## config.mk

```make
export PLATFORM = sky130hd
export DESIGN_NAME = indexed_shift_list_core
export DESIGN_NICKNAME = d
export VERILOG_FILES = /design/src/hdl/isl_pkg.sv /design/src/hdl/isl_cell.sv /design/src/hdl/indexed_shift_list_core.sv
export SDC_FILE = /design/constraint.sdc
export NUM_CORES = 1
export LEC_CHECK = 0
export ABC_AREA = 1
export BUFFER_PORTS_ARGS = -buffer_cell sky130_fd_sc_hd__buf_2
export CAP_MARGIN = 30
export CORE_MARGIN = 2
export CORE_UTILIZATION = 25
export CTS_CLUSTER_DIAMETER = 30
export DETAILED_ROUTE_END_ITERATION = 12
export PLACE_DENSITY = 0.48
export SYNTH_ARGS = -nofsm -noshare
export SYNTH_HDL_FRONTEND = slang
export SYNTH_SLANG_ARGS = --single-unit
```

## constraint.sdc

```tcl
create_clock -name clk -period 17.5 [get_ports clk]
set_clock_uncertainty 0.1 [all_clocks]
set_input_delay 3.5 -clock clk [delete_from_list [all_inputs] [get_ports clk]]
set_output_delay 3.5 -clock clk [all_outputs]
set_load 0.1 [all_outputs]
```

## src/hdl/isl_pkg.sv

```systemverilog
`timescale 1ns / 1ps

package isl_pkg;

  // default sizing of the list
  localparam int DEPTH_DEF     = 16;
  localparam int WORD_BITS_DEF = 32;

  // fixed field widths of the item ports
  localparam int KIND_W   = 3;
  localparam int INDEX_W  = 5;
  localparam int VALUE_W  = 32;
  localparam int LENGTH_W = 5;
  localparam int STATUS_W = 2;

  // width of positions and counts carried to the cells (covers depth up to 256)
  localparam int CTL_W = 9;

  // operation codes
  typedef enum logic [KIND_W-1:0] {
    KIND_APPEND = 3'd0,
    KIND_INSERT = 3'd1,
    KIND_REMOVE = 3'd2,
    KIND_WRITE  = 3'd3,
    KIND_READ   = 3'd4,
    KIND_CLEAR  = 3'd5
  } kind_t;

  // result status codes
  typedef enum logic [STATUS_W-1:0] {
    ST_OK    = 2'd0,
    ST_RANGE = 2'd1,
    ST_FULL  = 2'd2
  } status_t;

  // what each cell of the row does this cycle
  typedef enum logic [1:0] {
    CM_HOLD   = 2'd0,
    CM_INSERT = 2'd1,
    CM_REMOVE = 2'd2,
    CM_WRITE  = 2'd3
  } cell_mode_t;

  // command broadcast along the row of cells
  typedef struct packed {
    cell_mode_t       mode;
    logic [CTL_W-1:0] pos;
    logic [CTL_W-1:0] fill;
  } cell_ctl_t;

endpackage

```

## src/hdl/isl_cell.sv

```systemverilog
`timescale 1ns / 1ps

module isl_cell #(
  parameter int IDX       = 0,
  parameter int WORD_BITS = isl_pkg::WORD_BITS_DEF
) (
  input  logic                  clk,
  input  isl_pkg::cell_ctl_t    ctl,
  input  logic [WORD_BITS-1:0]  in_word,
  input  logic [WORD_BITS-1:0]  left_word,
  input  logic [WORD_BITS-1:0]  right_word,
  output logic [WORD_BITS-1:0]  word
);

  localparam logic [isl_pkg::CTL_W-1:0] ME = isl_pkg::CTL_W'(IDX);

  logic [WORD_BITS-1:0] word_next;

  // pick the new content from the broadcast command and this cell's place
  always_comb begin
    word_next = word;
    case (ctl.mode)
      isl_pkg::CM_INSERT: begin
        if (ME == ctl.pos) begin
          word_next = in_word;
        end else if ((ME > ctl.pos) && (ME <= ctl.fill)) begin
          word_next = left_word;
        end
      end
      isl_pkg::CM_REMOVE: begin
        if ((ME >= ctl.pos) && ((ME + isl_pkg::CTL_W'(1)) < ctl.fill)) begin
          word_next = right_word;
        end
      end
      isl_pkg::CM_WRITE: begin
        if (ME == ctl.pos) begin
          word_next = in_word;
        end
      end
      default: begin
        word_next = word;
      end
    endcase
  end

  // stored word, contents undefined until written
  always_ff @(posedge clk) begin
    word <= word_next;
  end

endmodule

```

## src/hdl/indexed_shift_list_core.sv

```systemverilog
`timescale 1ns / 1ps
// result: registered when its item is accepted, valid in the next cycle
// throughput: one item per cycle while each result is taken; every cell of the
//   row shifts, loads or holds in the same cycle; one row update sets the rate
// reset: list length, insert run offset and output valid clear; cell words are
//   not reset and hold nothing meaningful until written

module indexed_shift_list_core #(
  parameter int DEPTH     = isl_pkg::DEPTH_DEF,
  parameter int WORD_BITS = isl_pkg::WORD_BITS_DEF
) (
  input  logic                          clk,
  input  logic                          rst,
  input  logic                          in_valid,
  output logic                          in_ready,
  input  logic [isl_pkg::KIND_W-1:0]    kind,
  input  logic [isl_pkg::INDEX_W-1:0]   index,
  input  logic [isl_pkg::VALUE_W-1:0]   value,
  input  logic                          run_last,
  output logic                          out_valid,
  input  logic                          out_ready,
  output logic [isl_pkg::VALUE_W-1:0]   read_value,
  output logic [isl_pkg::LENGTH_W-1:0]  length,
  output logic [isl_pkg::STATUS_W-1:0]  status
);

  localparam int CNT_W = $clog2(DEPTH + 1);
  localparam int IDX_W = $clog2(DEPTH);
  localparam int POS_W = ((CNT_W > isl_pkg::INDEX_W) ? CNT_W : isl_pkg::INDEX_W) + 1;
  localparam int RX_W  = (IDX_W > isl_pkg::INDEX_W) ? IDX_W : isl_pkg::INDEX_W;
  localparam int XW    = (WORD_BITS > isl_pkg::VALUE_W) ? WORD_BITS : isl_pkg::VALUE_W;
  localparam int LX_W  = (CNT_W > isl_pkg::LENGTH_W) ? CNT_W : isl_pkg::LENGTH_W;
  localparam logic [CNT_W-1:0] FULL_CNT = CNT_W'(DEPTH);

  logic [CNT_W-1:0]     fill_count;
  logic [CNT_W-1:0]     fill_count_next;
  logic [CNT_W-1:0]     run_offset;
  logic [CNT_W-1:0]     run_offset_next;
  logic                 take;
  logic [POS_W-1:0]     index_p;
  logic [POS_W-1:0]     fill_p;
  logic [POS_W-1:0]     ins_pos;
  logic [XW-1:0]        value_x;
  logic [WORD_BITS-1:0] word_in;
  logic [RX_W-1:0]      rd_idx_x;
  logic [WORD_BITS-1:0] rd_word;
  logic [XW-1:0]        rd_x;
  logic [LX_W-1:0]      len_x;
  logic [isl_pkg::VALUE_W-1:0] rd_result;
  isl_pkg::status_t     st;
  isl_pkg::cell_mode_t  mode_sel;
  logic [POS_W-1:0]     pos_sel;
  isl_pkg::cell_ctl_t   ctl;
  logic [WORD_BITS-1:0] words [DEPTH];

  // handshake: the output register frees as its item is taken
  assign in_ready = !out_valid || out_ready;
  assign take     = in_valid && in_ready;

  // width alignment of the incoming fields
  assign index_p  = POS_W'(index);
  assign fill_p   = POS_W'(fill_count);
  assign ins_pos  = index_p + POS_W'(run_offset);
  assign value_x  = XW'(value);
  assign word_in  = value_x[WORD_BITS-1:0];
  assign rd_idx_x = RX_W'(index);
  assign rd_word  = words[rd_idx_x[IDX_W-1:0]];
  assign rd_x     = XW'(rd_word);

  // decode the operation and check it against the current length
  always_comb begin
    st              = isl_pkg::ST_OK;
    mode_sel        = isl_pkg::CM_HOLD;
    pos_sel         = index_p;
    fill_count_next = fill_count;
    run_offset_next = '0;
    rd_result       = '0;
    case (kind)
      isl_pkg::KIND_APPEND: begin
        if (fill_count == FULL_CNT) begin
          st = isl_pkg::ST_FULL;
        end else begin
          mode_sel        = isl_pkg::CM_INSERT;
          pos_sel         = fill_p;
          fill_count_next = fill_count + CNT_W'(1);
        end
      end
      isl_pkg::KIND_INSERT: begin
        if (ins_pos > fill_p) begin
          st = isl_pkg::ST_RANGE;
        end else if (fill_count == FULL_CNT) begin
          st = isl_pkg::ST_FULL;
        end else begin
          mode_sel        = isl_pkg::CM_INSERT;
          pos_sel         = ins_pos;
          fill_count_next = fill_count + CNT_W'(1);
        end
        if (run_last) begin
          run_offset_next = '0;
        end else if (st == isl_pkg::ST_OK) begin
          run_offset_next = run_offset + CNT_W'(1);
        end else begin
          run_offset_next = run_offset;
        end
      end
      isl_pkg::KIND_REMOVE: begin
        if (index_p >= fill_p) begin
          st = isl_pkg::ST_RANGE;
        end else begin
          mode_sel        = isl_pkg::CM_REMOVE;
          fill_count_next = fill_count - CNT_W'(1);
        end
      end
      isl_pkg::KIND_WRITE: begin
        if (index_p >= fill_p) begin
          st = isl_pkg::ST_RANGE;
        end else begin
          mode_sel = isl_pkg::CM_WRITE;
        end
      end
      isl_pkg::KIND_READ: begin
        if (index_p >= fill_p) begin
          st = isl_pkg::ST_RANGE;
        end else begin
          rd_result = rd_x[isl_pkg::VALUE_W-1:0];
        end
      end
      isl_pkg::KIND_CLEAR: begin
        fill_count_next = '0;
      end
      default: begin
        st = isl_pkg::ST_OK;
      end
    endcase
  end

  // command to the row, idle unless an item is taken
  always_comb begin
    ctl.mode = take ? mode_sel : isl_pkg::CM_HOLD;
    ctl.pos  = isl_pkg::CTL_W'(pos_sel);
    ctl.fill = isl_pkg::CTL_W'(fill_count);
  end

  assign len_x = LX_W'(fill_count_next);

  // row of cells, each linked to both neighbors
  for (genvar i = 0; i < DEPTH; i++) begin : g_cell
    logic [WORD_BITS-1:0] left_w;
    logic [WORD_BITS-1:0] right_w;
    if (i == 0) begin : g_first
      assign left_w = '0;
    end else begin : g_mid_l
      assign left_w = words[i-1];
    end
    if (i == DEPTH - 1) begin : g_last
      assign right_w = '0;
    end else begin : g_mid_r
      assign right_w = words[i+1];
    end
    isl_cell #(
      .IDX       (i),
      .WORD_BITS (WORD_BITS)
    ) u_cell (
      .clk        (clk),
      .ctl        (ctl),
      .in_word    (word_in),
      .left_word  (left_w),
      .right_word (right_w),
      .word       (words[i])
    );
  end

  // list length and insert run offset
  always_ff @(posedge clk) begin
    if (rst) begin
      fill_count <= '0;
      run_offset <= '0;
    end else if (take) begin
      fill_count <= fill_count_next;
      run_offset <= run_offset_next;
    end
  end

  // output valid
  always_ff @(posedge clk) begin
    if (rst) begin
      out_valid <= 1'b0;
    end else if (take) begin
      out_valid <= 1'b1;
    end else if (out_ready) begin
      out_valid <= 1'b0;
    end
  end

  // result payload
  always_ff @(posedge clk) begin
    if (take) begin
      read_value <= rd_result;
      length     <= len_x[isl_pkg::LENGTH_W-1:0];
      status     <= st;
    end
  end

endmodule
```

==> run metrics <==
CP bufs+invs=7; clk sinks=562; status=finished, final reports clean; total global routing overflow=0; FF+latch count, synth=562; vias in the first global route=35000; setup slack, reg-to-reg=11110 ps; share of layout cells above drive strength 1=9.63%; Total GRT Usage=21.4%; die area=153000 um2; num rows=142; Core Box Area=149000 um2; post-synth cell types=43; placed wire-length estimate=88900 um; Worst VDD drop=0.102 mV; DRC viols=0; initial antenna violation count=15; async set-or-reset flop fraction in the synthesized netlist=0%; post-route setup TNS=0 ps; Synth top cells by count=nand2_1, a21oi_1, nand3_1; Syn-to-layout area delta=18.1%; Lkg Pwr=19.3 nW; reg-to-reg critical path startpoint=fill_count[4]$_SDFFE_PP0P_; DRT iter0 DRCs=4373; crit end category=flip-flop; pwr/cell area=107 nW/um2; Worst-Margin Slew=1430 ps; first-pass GRT wire length=242000 um; clock latency at the later pin of the worst-skew pair=780 ps; final period utilization=51.6%; r2r worst-path depth=13; final WL=168000 um; WP data arrival=9350 ps; register area share after synthesis=44.7%; unrepaired setup endpoints after global routing=false; # setup viols final=0; cts bufs inserted=144; worst-path maximum fanout=38; Avg Vias per Cell=5.18; final-layout fill cell count=16100; Max Root-Sink Buffers=3; Die Wd=392 um; 1st-pass router iterations=6; top_reg_cell synth=edfxtp_1; Fmax=111 MHz; CP Cell Sequence=buf_4 > ha_1 > a21oi_2 > nand3b_1 > nand2_1 > inv_1 > ha_1 > nand2_1 > inv_1 > nand2_1 > nand2_1 > nand2_1 > nand2_2 > nor2_1 > nand2_1 > nand3_4 > inv_2 > nand3_2 > nor2_4 > buf_4 > nand2_2 > buf_4 > o22ai_4 > buf_4; Power, Total=4.76 mW; CP dominant cell by count=nand2_1; Slew HR=4.49%; synthesized area=37500 um2; nets=5102; Worst Hold End=out_valid$_SDFFE_PP0P_; Initial Util=25.1%; number of max-cap violations=0; TritonCTS clock tree=built; height of the die=392 um; Startpoint Class=input port; post-synth net total=5200; Post-CTS Setup Bufs=0; cts hold-fix bufs=0; crit-path max cell delay=810 ps; H-tree depth=4; # IOs=86; CP Class=input port to flip-flop; hold-critical path depth=2; register clock-pin slew on the reported worst setup and hold paths=50 ps; post-layout min period=9020 ps; largest net degree at the start of global routing=197; routed via count=37200; hold path start=out_valid$_SDFFE_PP0P_; post-synth top area cell=edfxtp_1; synth warn=0; CP startpoint=index[2]; Post-synth EDFFs=551; delay-heaviest family, CP=buffers and inverters; wire per inst=23.4 um; WP data required=17830 ps; Slew Limit Fails=0; count leader, synth=nand2_1; final hold vios=0; ranking of synthesized cells by area=edfxtp_1, nand2_1, a21oi_1; Slowest-stage cell, CP=o22ai_4; Final Wtd Congestion=0.839; Finished Core Util=29.7%; number of I/O port buffers=85; Reg2Reg Capture Point=g_cell[13].u_cell.word[2]$_DFFE_PP_; PostCTS Resize Cnt=0; Antenna Nets Post-Route=0; HP Class=flip-flop to flip-flop; Mean Syn Cell Area=7.32 um2; CTS Root Buffer Type=clkbuf_16; area share of the largest cell type after synthesis=44.1%; Cells after Synth=5132
==> layout make-up <==
type                    instances  area [um2]  share of cell area [%]
clock inverters                98        1180                    2.66
clock buffers                 166        3710                    8.36
well taps                    2016        2520                    5.69
repair buffers                156        1060                    2.39
multi-input cells            3553       16800                    37.8
inverters                     617        2330                    5.26
flip-flops and latches        562       16800                    37.8
diodes                          3        7.51                  0.0169
==> cell usage in the layout, fill, tap and decap left out, drive strengths merged <==
cell and n:
nand2 1305, a21oi 768, nand3 611, inv 587, edfxtp 551, o21ai 490, nor2 278, clkbuf 166
buf 156, clkinv 103, o211ai 35, ha 22, bufinv 17, nand4 11, dfxtp 11, clkinvlp 8
a31oi 7, nor3 7, diode 3, or2 3, a211oi 2, nand3b 2, o21bai 2, nor3b 2
a22oi 2, o21a 1, o2111ai 1, xor2 1, a32oi 1, o22ai 1, fa 1
==> power by group <==
| part | leakage, nW | switching, mW | internal, mW | total, mW |
|---|---|---|---|---|
| clock network | 2.36 | 0.923 | 1.77 | 2.70 |
| logic | 11.8 | 0.404 | 0.120 | 0.524 |
| registers | 5.15 | 0.0189 | 1.52 | 1.54 |
| total | 19.3 | 1.34 | 3.42 | 4.76 |
==> flip-flops by register name, summed over array words and instances (netlist names) <==
register / count
read_value: 32
length: 5
out_valid: 1
fill_count: 5
run_offset: 5
g_cell.u_cell.word: 512
status: 2
==> per-stage QoR <==
step | instances | hold WS [ps] | setup WS (ps) | instance area [um2]
6_report | 7171 | 404 | 8480 | 44300
5_1_grt | 7169 | 446 | 8290 | 44300
4_1_cts | 7168 | 410 | 8630 | 44300
3_5_place_dp | 6904 | 404 | 7840 | 39400
3_3_place_gp | 6901 | 389 | 7810 | 39400
2_1_floorplan | 5132 | 390 | 8630 | 37500
==> worst register-to-register path, delay by kind of cell (launching register included) <==
family                     cells  cell delay [ps]
AOI/OAI and AO/OA              4              640
adders and majority gates      1              480
buffers and inverters          5             3270
DFF                            1              690
and+or+nand+nor                3             1070
==> metal layers <==
metal / vias to the layer above / global-route usage, % / wire length [um]
met5: - / 0 / 112
met1: 17800 / 27.8 / 69500
met4: 18 / 8.68 / 6670
li1: 17000 / - / -
met3: 400 / 4.66 / 15000
met2: 1916 / 34.3 / 76500
==> logic make-up after synthesis <==
family	Yosys count	synth area share, %
and+or+nand+nor	2219	25.5
AOI/OAI and AO/OA	1310	17.8
buffers and inverters	1017	11.2
DFF	562	44.7
adders and majority gates	23	0.787
xor gates and xnor gates	1	0.0233
==> worst max-delay path by stage <==
stage / endpoint / slack, ps / depth (start not counted)
2_1_floorplan: g_cell[14].u_cell.word[0]$_DFFE_PP_ / 8630 / 20
3_3_place_gp: g_cell[9].u_cell.word[11]$_DFFE_PP_ / 7810 / 24
3_5_place_dp: g_cell[9].u_cell.word[11]$_DFFE_PP_ / 7840 / 24
4_1_cts: g_cell[9].u_cell.word[24]$_DFFE_PP_ / 8630 / 24
5_1_grt: g_cell[9].u_cell.word[2]$_DFFE_PP_ / 8290 / 24
6_report: g_cell[9].u_cell.word[24]$_DFFE_PP_ / 8480 / 24
Power figures use the tool's default switching activity.
